--- src/hw/rtl/bcpd_pkg.sv ---
// Types and constants shared by the button press detector.
// No dependencies.
package bcpd_pkg;

  typedef enum logic [2:0] {
    ST_IDLE     = 3'd0,
    ST_DOWN     = 3'd1,
    ST_UP       = 3'd2,
    ST_COUNT    = 3'd3,
    ST_PRESS    = 3'd4,
    ST_PRESSEND = 3'd5
  } fsm_t;

  typedef enum logic [2:0] {
    EV_NONE    = 3'd0,
    EV_CLICK   = 3'd1,
    EV_DOUBLE  = 3'd2,
    EV_MULTI   = 3'd3,
    EV_LSTART  = 3'd4,
    EV_LREPEAT = 3'd5,
    EV_LSTOP   = 3'd6
  } event_t;

  localparam logic [2:0] REG_DEBOUNCE    = 3'd0;
  localparam logic [2:0] REG_CLICK       = 3'd1;
  localparam logic [2:0] REG_PRESS       = 3'd2;
  localparam logic [2:0] REG_REPEAT      = 3'd3;
  localparam logic [2:0] REG_PRESSED_LVL = 3'd4;
  localparam logic [2:0] REG_CLICK_LIMIT = 3'd5;

  localparam logic [15:0] DEF_DEBOUNCE    = 16'd50;
  localparam logic [15:0] DEF_CLICK       = 16'd400;
  localparam logic [15:0] DEF_PRESS       = 16'd800;
  localparam logic [15:0] DEF_REPEAT      = 16'd3000;
  localparam logic        DEF_PRESSED_LVL = 1'b0;
  localparam logic [6:0]  DEF_CLICK_LIMIT = 7'd1;

  localparam logic [6:0]  CNT_MAX = 7'd127;

  typedef struct packed {
    logic [15:0] debounce_len;
    logic [15:0] click_gap;
    logic [15:0] hold_len;
    logic [15:0] repeat_ms;
    logic        pressed_level;
    logic [6:0]  click_limit;
  } cfg_t;

  typedef struct packed {
    fsm_t        fsm;
    logic [6:0]  count;
    logic [31:0] press_start;
    logic [31:0] repeat_time;
    logic [31:0] settle_time;
    logic        raw_known;
    logic        last_raw;
    logic        stable_known;
    logic        stable_level;
  } state_t;

  typedef struct packed {
    logic        raw_level;
    logic [31:0] now_ms;
    logic        clear;
  } poll_t;

  typedef struct packed {
    event_t      ev;
    logic [6:0]  click_count;
    logic        level_known;
    logic        debounced_level;
    logic        is_idle;
    logic        is_long_pressed;
    logic [31:0] pressed_ms;
  } result_t;

endpackage

--- src/hw/rtl/bcpd_step.sv ---
// One poll step: debouncer and press state machine, next state and result.
// Depends on bcpd_pkg.
module bcpd_step (
  input  bcpd_pkg::cfg_t    cfg,
  input  bcpd_pkg::state_t  cur,
  input  bcpd_pkg::poll_t   poll,
  output bcpd_pkg::state_t  nxt,
  output bcpd_pkg::result_t res
);
  import bcpd_pkg::*;

  logic        active;
  logic [31:0] wait_ms;
  logic [31:0] settle_age;
  logic [31:0] repeat_age;
  event_t      ev;

  assign wait_ms    = poll.now_ms - cur.press_start;
  assign settle_age = poll.now_ms - cur.settle_time;
  assign repeat_age = poll.now_ms - cur.repeat_time;

  always_comb begin
    nxt    = cur;
    ev     = EV_NONE;
    active = 1'b0;
    if (poll.clear) begin
      nxt.fsm         = ST_IDLE;
      nxt.count       = 7'd0;
      nxt.press_start = 32'd0;
    end else begin
      if (cur.raw_known && (cur.last_raw == poll.raw_level)) begin
        if (settle_age >= 32'(cfg.debounce_len)) begin
          nxt.stable_known = 1'b1;
          nxt.stable_level = poll.raw_level;
        end
      end else begin
        nxt.settle_time = poll.now_ms;
        nxt.last_raw    = poll.raw_level;
        nxt.raw_known   = 1'b1;
      end
      active = nxt.stable_known && (nxt.stable_level == cfg.pressed_level);

      case (cur.fsm)
        ST_IDLE: begin
          if (active) begin
            nxt.fsm         = ST_DOWN;
            nxt.press_start = poll.now_ms;
            nxt.count       = 7'd0;
          end
        end
        ST_DOWN: begin
          if (!active) begin
            nxt.fsm         = ST_UP;
            nxt.press_start = poll.now_ms;
          end else if (wait_ms > 32'(cfg.hold_len)) begin
            ev      = EV_LSTART;
            nxt.fsm = ST_PRESS;
          end
        end
        ST_UP: begin
          if (cur.count != CNT_MAX) begin
            nxt.count = cur.count + 7'd1;
          end
          nxt.fsm = ST_COUNT;
        end
        ST_COUNT: begin
          if (active) begin
            nxt.fsm         = ST_DOWN;
            nxt.press_start = poll.now_ms;
          end else if ((wait_ms >= 32'(cfg.click_gap)) ||
                       (cur.count == cfg.click_limit)) begin
            if (cur.count == 7'd1) begin
              ev = EV_CLICK;
            end else if (cur.count == 7'd2) begin
              ev = EV_DOUBLE;
            end else begin
              ev = EV_MULTI;
            end
            nxt.fsm         = ST_IDLE;
            nxt.count       = 7'd0;
            nxt.press_start = 32'd0;
          end
        end
        ST_PRESS: begin
          if (!active) begin
            nxt.fsm = ST_PRESSEND;
          end else if (repeat_age >= 32'(cfg.repeat_ms)) begin
            ev              = EV_LREPEAT;
            nxt.repeat_time = poll.now_ms;
          end
        end
        ST_PRESSEND: begin
          ev              = EV_LSTOP;
          nxt.fsm         = ST_IDLE;
          nxt.count       = 7'd0;
          nxt.press_start = 32'd0;
        end
        default: begin
          nxt.fsm = ST_IDLE;
        end
      endcase
    end
  end

  always_comb begin
    res.ev              = ev;
    res.click_count     = nxt.count;
    res.level_known     = nxt.stable_known;
    res.debounced_level = nxt.stable_known & nxt.stable_level;
    res.is_idle         = (nxt.fsm == ST_IDLE);
    res.is_long_pressed = (nxt.fsm == ST_PRESS);
    res.pressed_ms      = poll.now_ms - nxt.press_start;
  end

endmodule

--- src/hw/rtl/button_click_press_detector.sv ---
// Top level of the debounced button click / long press detector.
// Depends on bcpd_pkg and bcpd_step.
//
//  channel  dir  handshake           payload
//  in       in   in_valid/in_stall   raw_level, now_ms, clear
//  out      out  out_valid/out_stall event_res, click_count, level_known,
//                                    debounced_level, is_idle,
//                                    is_long_pressed, pressed_ms
//  cfg      in   cfg_write           cfg_index, cfg_data
//
// One poll per clock while in_stall is low; a poll passes the input register, then the result register.
// The state update and result are formed in one pass through bcpd_step.
// rst clears state and handshake flags and sets the config registers to their defaults.
// in_stall rises only while both the input and result registers are held.
module button_click_press_detector (
  input  logic        clk,
  input  logic        rst,
  input  logic        in_valid,
  output logic        in_stall,
  input  logic        raw_level,
  input  logic [31:0] now_ms,
  input  logic        clear,
  output logic        out_valid,
  input  logic        out_stall,
  output logic [2:0]  event_res,
  output logic [6:0]  click_count,
  output logic        level_known,
  output logic        debounced_level,
  output logic        is_idle,
  output logic        is_long_pressed,
  output logic [31:0] pressed_ms,
  input  logic        cfg_write,
  input  logic [2:0]  cfg_index,
  input  logic [15:0] cfg_data
);
  import bcpd_pkg::*;

  cfg_t    cfg;
  state_t  state;
  state_t  state_next;
  poll_t   s1_poll;
  logic    s1_valid;
  result_t res_next;
  result_t res;
  logic    advance;

  assign advance  = s1_valid && (!out_valid || !out_stall);
  assign in_stall = s1_valid && out_valid && out_stall;

  bcpd_step u_step (
    .cfg  (cfg),
    .cur  (state),
    .poll (s1_poll),
    .nxt  (state_next),
    .res  (res_next)
  );

  always_ff @(posedge clk) begin
    if (rst) begin
      cfg.debounce_len  <= DEF_DEBOUNCE;
      cfg.click_gap     <= DEF_CLICK;
      cfg.hold_len      <= DEF_PRESS;
      cfg.repeat_ms     <= DEF_REPEAT;
      cfg.pressed_level <= DEF_PRESSED_LVL;
      cfg.click_limit   <= DEF_CLICK_LIMIT;
    end else if (cfg_write) begin
      case (cfg_index)
        REG_DEBOUNCE:    cfg.debounce_len  <= cfg_data;
        REG_CLICK:       cfg.click_gap     <= cfg_data;
        REG_PRESS:       cfg.hold_len      <= cfg_data;
        REG_REPEAT:      cfg.repeat_ms     <= cfg_data;
        REG_PRESSED_LVL: cfg.pressed_level <= cfg_data[0];
        REG_CLICK_LIMIT: cfg.click_limit   <= cfg_data[6:0];
        default: ;
      endcase
    end
  end

  always_ff @(posedge clk) begin
    if (rst) begin
      s1_valid <= 1'b0;
    end else if (!in_stall) begin
      s1_valid <= in_valid;
    end
  end

  always_ff @(posedge clk) begin
    if (in_valid && !in_stall) begin
      s1_poll.raw_level <= raw_level;
      s1_poll.now_ms    <= now_ms;
      s1_poll.clear     <= clear;
    end
  end

  always_ff @(posedge clk) begin
    if (rst) begin
      state.fsm          <= ST_IDLE;
      state.count        <= 7'd0;
      state.press_start  <= 32'd0;
      state.repeat_time  <= 32'd0;
      state.settle_time  <= 32'd0;
      state.raw_known    <= 1'b0;
      state.last_raw     <= 1'b0;
      state.stable_known <= 1'b0;
      state.stable_level <= 1'b0;
    end else if (advance) begin
      state <= state_next;
    end
  end

  always_ff @(posedge clk) begin
    if (rst) begin
      out_valid <= 1'b0;
    end else if (advance) begin
      out_valid <= 1'b1;
    end else if (!out_stall) begin
      out_valid <= 1'b0;
    end
  end

  always_ff @(posedge clk) begin
    if (advance) begin
      res <= res_next;
    end
  end

  assign event_res       = res.ev;
  assign click_count     = res.click_count;
  assign level_known     = res.level_known;
  assign debounced_level = res.debounced_level;
  assign is_idle         = res.is_idle;
  assign is_long_pressed = res.is_long_pressed;
  assign pressed_ms      = res.pressed_ms;

endmodule

--- config.mk ---
export PLATFORM = sky130hd
export DESIGN_NAME = button_click_press_detector
export DESIGN_NICKNAME = d
export VERILOG_FILES = /design/src/hw/rtl/bcpd_pkg.sv /design/src/hw/rtl/bcpd_step.sv /design/src/hw/rtl/button_click_press_detector.sv
export SDC_FILE = /design/constraint.sdc
export NUM_CORES = 1
export LEC_CHECK = 0
export ABC_CLOCK_PERIOD_IN_PS = 11300
export BUFFER_PORTS_ARGS = -buffer_cell sky130_fd_sc_hd__buf_2
export CAP_MARGIN = 20
export CORE_MARGIN = 1
export CORE_UTILIZATION = 35
export DETAILED_ROUTE_END_ITERATION = 10
export PLACE_DENSITY = 0.54
export SYNTH_ARGS = -nofsm -noshare
export SYNTH_HDL_FRONTEND = slang
export SYNTH_SLANG_ARGS = --single-unit
--- constraint.sdc ---
create_clock -name clk -period 11.3 [get_ports clk]
set_input_delay 1.13 -clock clk [delete_from_list [all_inputs] [get_ports clk]]
set_output_delay 1.13 -clock clk [all_outputs]
set_load 0.005 [all_outputs]
== Word level (Yosys, flattened, before mapping) ==
Index checks and enable logic that the tools add are counted.

* Output and inout port bits: 48
* Flip-flop bits (word level): 264
* Input bits: 58

* Order comparisons: 4
* Reductions and logical operators: 22
* Equality and inequality tests: 18
* Muxes and demuxes: 29
* Bitwise gates (word level): 3
* Add/subtract/negate cells: 5

{| class="wikitable"
|+ Operators by type and width
! cell !! count
|-
| case mux 32 bit (4 select lines) || 1
|-
| subtractor 32 bit || 4
|-
| two-way mux 42 bit || 3
|-
| >= comparator 32 x 16 -> 1 bit || 3
|-
| two-way mux 32 bit || 2
|-
| > comparator 32 x 16 -> 1 bit || 1
|-
| two-way mux 3 bit || 10
|-
| case mux 7 bit (4 select lines) || 1
|-
| equality test 3 bit (second input constant) || 5
|-
| case mux 3 bit (5 select lines) || 1
|-
| two-way mux 7 bit || 2
|-
| equality test 3 x 2 -> 1 bit (second input constant) || 4
|-
| case mux 3 bit (4 select lines) || 1
|-
| AND reduction 2 bit || 6
|-
| two-way mux 2 bit || 5
|-
| logical NOT 3 bit || 3
|-
| adder 7 x 1 -> 7 bit (second input constant) || 1
|-
| equality test 7 x 1 -> 1 bit (second input constant) || 1
|-
| equality test 7 x 2 -> 1 bit (second input constant) || 1
|-
| equality test 7 bit || 1
|-
| != test 7 bit (second input constant) || 1
|-
| equality test 3 x 1 -> 1 bit (second input constant) || 2
|-
| logical AND 1 bit || 6
|-
| AND reduction 5 bit || 1
|-
| other kinds (8) || 15
|}

== Logic depth before layout (Yosys ltp) ==
Gate-level depths: netlist of run 1.

* Word-level depth: 11
* Depth in mapped cells: 43

== By module ==
From an unflattened synthesis of run 1, not the netlist that was laid out.

* Cells, all modules: 2451
* Area, all modules: 20988.9 sq um

{| class="wikitable"
|+ Modules (own cells, without submodules)
! module !! times used !! cells an instance !! area each (sq um)
|-
| bcpd_step || 1 || 1610 || 10741.6
|-
| button_click_press_detector || 1 || 841 || 10247.3
|}

== Worst setup path before layout of run 1 ==
OpenSTA, ideal clock, no wires.

* Path type: register to register
* Start: reg s1_poll[2] in the netlist's numbering
* End: reg res (netlist bit pressed_ms[30]), data pin
* Setup time: 0.258 ns
* Data arrival time: 8.534 ns
* Data required time: 11.042 ns
* Stages on the path, launching flop included: 41
* Clock period less this slack: 8.791 ns
* Slack: 2.509 ns
* Buffers on the path: 1
* Cell sequence: edfxtp_1 -> inv_1 -> fa_1 -> nand2b_1 -> a211o_1 -> and2_1 -> o21a_1 -> o21ai_0 -> a21oi_1 -> xnor2_1 -> ha_1 -> a21oi_1 -> nor2b_1 -> or3b_2 -> or4b_1 -> nor4_1 -> nand4_1 -> nor4_2 -> (+5 left out) -> a22o_1 -> ha_1 -> inv_1 -> fa_1 -> a21o_1 -> a21oi_1 -> o21bai_1 -> a21oi_1 -> o21a_1 -> o21ai_0 -> a31oi_1 -> o21ai_0 -> o41ai_1 -> o21ai_0 -> nor3_1 -> o21bai_1 -> a21oi_1 -> xnor2_1

{| class="wikitable"
|+ RTL lines
! what !! RTL line !! source
|-
| start, declared || button_click_press_detector.sv:41 || <nowiki>poll_t s1_poll;</nowiki>
|-
| end signal, assigned || button_click_press_detector.sv:123 || <nowiki>res <= res_next;</nowiki>
|-
| end, declared || button_click_press_detector.sv:44 || <nowiki>result_t res;</nowiki>
|}

==> flow_summary.json, run 1 <==
{
  "setup.worst_path.start": "s1_poll[1]$_DFFE_PP_",
  "syn_inst": 2235,
  "finalWorstSetupSlack_ns": 0.966,
  "synth_edf_count": 80,
  "drt_drc_violations_left": 0,
  "final_core_utilization_pct": 40.1,
  "worst_setup_path_end_kind": "flop",
  "diodes": 0,
  "fin_skew_ns": 0.0327,
  "synth.yosys.seq_area_share_pct": 32.5,
  "global_route_wire_length_before_repair_mm": 84.7,
  "syn_nets": 2488,
  "critPathArrivalTime_ns": 10.62,
  "setup-violations-final": 0,
  "grt_setup_unrepaired": "no",
  "crit-reg2reg-launch": "s1_poll[1]$_DFFE_PP_",
  "timing.max_cap.violations": 0,
  "comb_power_share_pct": 19.3,
  "largest_net_degree_at_the_start_of_global_routing": 95,
  "detailed_router_iteration_count_before_antenna_repair": 5,
  "clock_power_share_pct": 41.9,
  "max-vdd-ir-drop_uv": 85.2,
  "number_of_antenna_violations_at_the_first_check_in_global_routing": 0,
  "cell_internal_pwr_uw": 1890,
  "num-fill-cells": 5310,
  "sequential_cell_area_mm2": 0.00609,
  "path_delay_family": "compound AO/OA/AOI/OAI gates",
  "synthArstFlopShare_pct": 0,
  "maxSlewViolCount": 0,
  "hold_path.startpoint": "state[32]$_SDFFE_PP0P_",
  "cp.buffers_inverters": 3,
  "achievable-frequency_mhz": 96.8,
  "layout_common_cells": "nand2_1 (282), a21oi_1 (231), inv_1 (196), ha_1 (191), dfxtp_1 (184)",
  "route.antenna.remaining_nets": 0,
  "post-route-min-period_ns": 10.33,
  "tritoncts_num_sinks": 264,
  "design.portCount": 106,
  "critical_path_required_ns": 11.58,
  "multi_input_area_mm2": 0.0115,
  "final.setup.tns_ns": 0,
  "run_status": "complete, no violations",
  "post_synth_instance_area_mm2": 0.0187,
  "area_growth_pct": 12.9,
  "power.share.switching_pct": 29.3,
  "groute.usage.overall_pct": 20.0,
  "vias_per_cell": 5.35,
  "cts_post_setup_buffers_inserted": 0,
  "drt_wl_total_mm": 54.7,
  "floorplan.die.width_um": 233,
  "yosys_most_used_dff": "dfxtp_1",
  "power.switching_uw": 784,
  "route.vias.total": 16247,
  "ctsRootBufferMaster": "clkbuf_16",
  "path_common_cell": "a21oi_1",
  "synth_cell_type_count": 88,
  "worst_slew_margin_rel_pct": 23.4,
  "dr.first_iter.drc_count": 991,
  "number_of_input_and_output_port_buffers_inserted": 105,
  "worst_skew_pair.late_latency_ns": 0.55,
  "ctsLongestPathBuffers": 3,
  "avgRoutedWirePerCell_um": 18.0,
  "ctsHoldBuffers": 0,
  "report.final.hold_viol_count": 0,
  "layout-drive-gt1-share_pct": 9.59,
  "core-area_mm2": 0.0527,
  "layout.cells.most_common": "nand2_1",
  "start_util_pct": 35.5,
  "tritoncts_buffers": 35,
  "hold_path.class": "reg2reg",
  "start_kind": "flop",
  "delay_of_the_slowest_cell_on_the_worst_path_ns": 0.47,
  "globalRouteOverflowTotal": 0,
  "floorplan.die.height_um": 233,
  "yosysWarnings": 0,
  "dpl.hpwl_mm": 41.3,
  "cts_tree": "built",
  "grt_pass1_vias": 15370,
  "synthesis.area_per_instance_um2": 8.37,
  "ctsHtreeMaxLevel": 2,
  "worstMarginPinSlew_ns": 1.15,
  "fin_crit_sh_pct": 91.5,
  "timing.critical_path.slowest_stage_cell": "or4b_1",
  "die_area_mm2": 0.0544,
  "critical_path_class": "reg2reg",
  "cellLeakagePower_uw": 0.00831,
  "yosys_register_bits": 264,
  "hold_ws_ns": 0.453,
  "place_ws_ns": 0.591,
  "design.final.nets": 2573,
  "clk_pin_slew_ns": 0.06,
  "p_seq_share_pct": 38.8,
  "power_per_cell_area_mw_per_mm2": 127,
  "cts_repair_resize_count": 0,
  "worst_path_maximum_fanout": 8,
  "std_cell_rows": 84,
  "gp_congestion": 0.915
}
worst register-to-register path, delay by kind of cell, from the launching register on:
family	cells	cell delay, ns
flops	1	0.42
xor+xnor	2	0.22
fa+ha+maj	5	1.47
simple gates	10	2.74
buf+inv	3	0.35
compound gates	21	4.87
power by group through the flow:
stage / clock network (uW) / logic (uW) / registers, uW
after global routing: 1190 / 577 / 1040
after floorplan: 0 / 365 / 1050
after CTS: 1160 / 517 / 1040
final: 1120 / 516 / 1040
after detailed placement: 0 / 514 / 1060
after global placement: 0 / 505 / 1060
sequential cells by signal (all words and copies together), names as in the netlist, 3 cells and up:
register,flops
s1_poll,34
click_count,7
cfg,72
event_res,3
state,110
pressed_ms,32
metrics by stage:
step | area [um^2] | instances | power, uW
finish | 21100 | 3035 | 2680
global route | 21100 | 3035 | 2810
CTS | 21100 | 3034 | 2710
detailed placement | 19900 | 2970 | 1570
global placement | 19900 | 2968 | 1560
floorplan | 18700 | 2235 | 1410
synth_stat cells, types with 7 or more instances:
master	instances	share of area, %
nand2_1	282	5.7
a21oi_1	231	6.2
inv_1	197	4.0
ha_1	191	13
dfxtp_1	184	20
nor2_1	142	2.8
o21ai_0	95	2.5
edfxtp_1	80	13
xnor2_1	76	3.6
a21o_1	68	2.7
clkbuf_1	62	1.2
mux2i_1	50	2.7
nand3_1	34	0.91
nor3_1	34	0.91
a22o_1	33	1.5
nor2b_1	32	1.1
a22oi_1	31	1.2
o211ai_1	31	1.2
o21a_1	27	1.1
and3_1	26	0.87
a211oi_1	25	1.0
xor2_1	25	1.2
nand2b_1	24	0.80
nand4_1	20	0.67
and2_1	19	0.64
a31oi_1	17	0.57
o21bai_1	12	0.48
or3_1	10	0.33
nor4_1	9	0.30
or2_2	9	0.30
buf_6	8	0.48
buf_2	7	0.19
nor3b_1	7	0.28
o31a_1	7	0.33
o31ai_1	7	0.28
cells by family (layout without fill, tap and decap cells):
| logic type | after synthesis | in the layout | share of synthesized area (%) |
|---|---|---|---|
| multiplexers | 51 | 51 | 2.74 |
| AND/OR/NAND/NOR | 680 | 680 | 17.2 |
| adder cells (fa/ha/maj) | 195 | 195 | 13.2 |
| flip-flops | 264 | 264 | 32.5 |
| buffers and inverters | 279 | 391 | 5.97 |
| XOR/XNOR | 101 | 101 | 4.73 |
| AO/OA/AOI/OAI | 665 | 665 | 23.7 |
path summary, 6_finish.rpt:
check / slack [ns] / end / depth (start not counted)
min: 0.45 / state[32]$_SDFFE_PP0P_ / 2
max: 0.97 / pressed_ms[30]$_DFFE_PP_ / 41
max reg2reg: 0.97 / pressed_ms[30]$_DFFE_PP_ / 41
min reg2reg: 0.45 / state[32]$_SDFFE_PP0P_ / 2
cell type report:
type | count | share of cell area [%]
clock inverter | 17 | 0.871
sequential | 264 | 28.8
tap | 688 | 4.08
timing repair buffer | 128 | 3.41
clock buffer | 47 | 4.60
multi-input combinational | 1692 | 54.7
inverter | 199 | 3.54
routing by layer:
metal | part of all wire, % | GRT usage, % | up-vias | wire (um)
met4 | 2.5 | 6.19 | 0 | 1370
li1 | - | - | 8186 | -
met5 | 0 | 0 | - | 0
met2 | 45 | 31.8 | 358 | 24400
met3 | 4.5 | 3.25 | 79 | 2470
met1 | 48 | 27.4 | 7624 | 26500
No activity file was read; power rests on OpenSTA's default activity.
==> run 2, diff against run 1 <==
- GPL_ROUTABILITY_DRIVEN: default -> 0
- PLACE_DENSITY: 0.54 -> 0.53
- SYNTH_HIERARCHICAL: default -> 1
==> run 2 against run 1 <==
  * Routed wire length increased by 8.3%
  * Sequential share of layout area fell by 2.8 points
  * First-iteration DRC count rose by 30%
  * Clock power increased by 5%
  * Cell area increased by 11%
  * Synthesized cell count up 9.7%
  * Critical endpoint unchanged
  * The run now ends with DRC left
  * Critical path depth decreased by 2
  * Critical path type unchanged
  * Core utilization is 0.61 points lower
  * Worst setup slack worse by 0.027 ns
  * Non-clock buffer count stayed put
  * Die area grew 12%
  * Register-to-register slack worse by 0.03 ns
==> flow_summary.json, run 2 <==
{
  "start_kind": "flop",
  "cts_tree": "built",
  "report.final.hold_viol_count": 0,
  "synth_area_leaders": "dfxtp_1 (18%), edfxtp_1 (11%), ha_1 (11%), nand2b_1 (9.6%), mux2i_1 (9.4%)",
  "violations": "DRC",
  "avgRoutedWirePerCell_um": 18.0,
  "largest_register": "state",
  "yosys_register_bits": 264,
  "yosys_most_used_dff": "dfxtp_1",
  "hold_ws_ns": 0.472,
  "dpl.hpwl_mm": 44.0,
  "die_area_mm2": 0.0610,
  "worst_skew_pair.late_latency_ns": 0.57,
  "std_cell_rows": 89,
  "multi_input_area_mm2": 0.0136,
  "clk_pin_slew_ns": 0.06,
  "place.detailed.instances": 3227,
  "groute.usage.overall_pct": 19.3,
  "route.antenna.remaining_nets": 0,
  "timing.max_cap.violations": 0,
  "synth_cell_type_count": 90,
  "grt_setup_unrepaired": "no",
  "netlist_top_cells_count": "nand2b_1 (321), inv_1 (205), mux2i_1 (197), ha_1 (191), dfxtp_1 (184)",
  "place_ws_ns": 0.917,
  "core-area_mm2": 0.0591,
  "hold_path.class": "reg2reg",
  "worst_setup_path_end_kind": "flop",
  "fin_crit_sh_pct": 91.7,
  "global_route_wire_length_before_repair_mm": 93.3,
  "sequential_cell_area_mm2": 0.00609,
  "critical_path_class": "reg2reg",
  "area_growth_pct": 11.3,
  "largest_area_contributor_in_the_synthesized_netlist": "dfxtp_1",
  "synth_edf_count": 80,
  "ctsRootBufferMaster": "clkbuf_16",
  "number_of_antenna_violations_at_the_first_check_in_global_routing": 2,
  "globalRouteOverflowTotal": 0,
  "synth.top_cell.area_share_pct": 17.5,
  "power_per_cell_area_mw_per_mm2": 120,
  "critPathArrivalTime_ns": 10.66,
  "vias_per_cell": 5.33,
  "layout-drive-gt1-share_pct": 9.33,
  "syn_nets": 2704,
  "yosysWarnings": 6,
  "start_util_pct": 35.5,
  "syn_inst": 2451,
  "number_of_input_and_output_port_buffers_inserted": 105,
  "path_common_cell": "a21oi_1",
  "fin_skew_ns": 0.0236,
  "ctsHoldBuffers": 0,
  "grt_pass1_vias": 16949,
  "floorplan.die.width_um": 247,
  "finalWorstSetupSlack_ns": 0.939,
  "drt_drc_violations_left": 26,
  "ctsHtreeMaxLevel": 2,
  "reg_top3": "state (110), cfg (72), s1_poll (34)",
  "route.vias.total": 17544,
  "synth.yosys.seq_area_share_pct": 29.0,
  "achievable-frequency_mhz": 96.5,
  "detailed_router_iteration_count_before_antenna_repair": 8,
  "critical_path_required_ns": 11.60,
  "worst_path_maximum_fanout": 17,
  "num-fill-cells": 5861,
  "synth.most_common_cell": "nand2b_1",
  "synthArstFlopShare_pct": 0,
  "layout_common_cells": "nand2b_1 (321), inv_1 (205), mux2i_1 (197), ha_1 (191), dfxtp_1 (184)",
  "maxSlewViolCount": 0,
  "run_status": "complete, but fails checks",
  "design.portCount": 106,
  "dr.first_iter.drc_count": 1292,
  "final_core_utilization_pct": 39.5,
  "max-vdd-ir-drop_uv": 87.9,
  "tritoncts_buffers": 36,
  "post_synth_instance_area_mm2": 0.0210,
  "cellLeakagePower_uw": 0.00909,
  "layout.cells.most_common": "nand2b_1",
  "largest_register_ffs": 110,
  "worst_slew_margin_rel_pct": 29.0,
  "synthesis.area_per_instance_um2": 8.56,
  "final.setup.tns_ns": 0,
  "timing.critical_path.slowest_stage_cell": "edfxtp_1",
  "delay_of_the_slowest_cell_on_the_worst_path_ns": 0.61,
  "floorplan.die.height_um": 247,
  "design.final.nets": 2746,
  "worstMarginPinSlew_ns": 1.07,
  "ctsLongestPathBuffers": 3,
  "finalNonFillerCells": 3294,
  "tritoncts_num_sinks": 264,
  "setup-violations-final": 0,
  "largest_net_degree_at_the_start_of_global_routing": 193,
  "drt_wl_total_mm": 59.2,
  "post-route-min-period_ns": 10.36
}
## run 2: cell families after synthesis
kind of cell,count (synthesis),synth area share [%]
AO/OA/AOI/OAI,537,16.8
XOR/XNOR,87,3.63
buffers and inverters,329,6.55
flip-flops,264,29.0
multiplexers,232,11.3
adder cells (fa/ha/maj),195,11.8
AND/OR/NAND/NOR,807,21.0
## run 2: timing repair
item | 4_1_cts | 5_1_grt
setup endpoints to repair | 0 | 1
buffers inserted | 0 | 0
resized for setup | 0 | 1
## run 2: path summary, 6_finish.rpt
kind / from / to / slack, ns / depth (start not counted)
worst max-delay path: s1_poll[2]$_DFFE_PP_ / pressed_ms[30]$_DFFE_PP_ / 0.94 / 39
worst min-delay path: cfg[35]$_SDFFE_PP0P_ / cfg[35]$_SDFFE_PP0P_ / 0.47 / 2
worst min register to register: cfg[35]$_SDFFE_PP0P_ / cfg[35]$_SDFFE_PP0P_ / 0.47 / 2
worst max register to register: s1_poll[2]$_DFFE_PP_ / pressed_ms[30]$_DFFE_PP_ / 0.94 / 39
## run 2: metrics by stage
step	total power, uW	cell area, um^2
floorplan	1470	21000
global placement	1620	22100
detailed placement	1640	22100
CTS	2830	23300
global route	2930	23400
finish	2800	23400
## run 2: power by group
| group | internal (uW) | total [uW] | switching, uW | leakage, uW |
|---|---|---|---|---|
| clock network | 718 | 1180 | 458 | 0.000595 |
| logic | 234 | 582 | 347 | 0.00625 |
| registers | 1010 | 1040 | 27.9 | 0.00225 |
| total | 1960 | 2800 | 833 | 0.00909 |
## run 2: layout make-up
class | instances | area share, %
antenna | 1 | 0.0107
clock buffer | 51 | 4.31
clock inverter | 14 | 0.857
inverter | 205 | 3.29
multi-input combinational | 1858 | 58.2
sequential | 264 | 26.1
tap | 773 | 4.14
timing repair buffer | 128 | 3.10
## run 2: critical path: cells and delay by family (launching register included)
kind                       cells  cell delay [ns]
AOI/OAI and AO/OA             21             5.49
xor gates and xnor gates       2             0.22
adders and majority gates      4             1.38
buffers and inverters          2             0.21
DFF                            1             0.61
muxes                          2             0.36
and+or+nand+nor                8             1.82
## run 2: layer usage
metal	GRT usage (%)	vias to the layer above	routed length, um
met5	0	-	0
met4	5.19	0	1460
met3	2.54	92	2390
met2	30.1	358	25700
met1	27.7	8371	29600
li1	-	8723	-
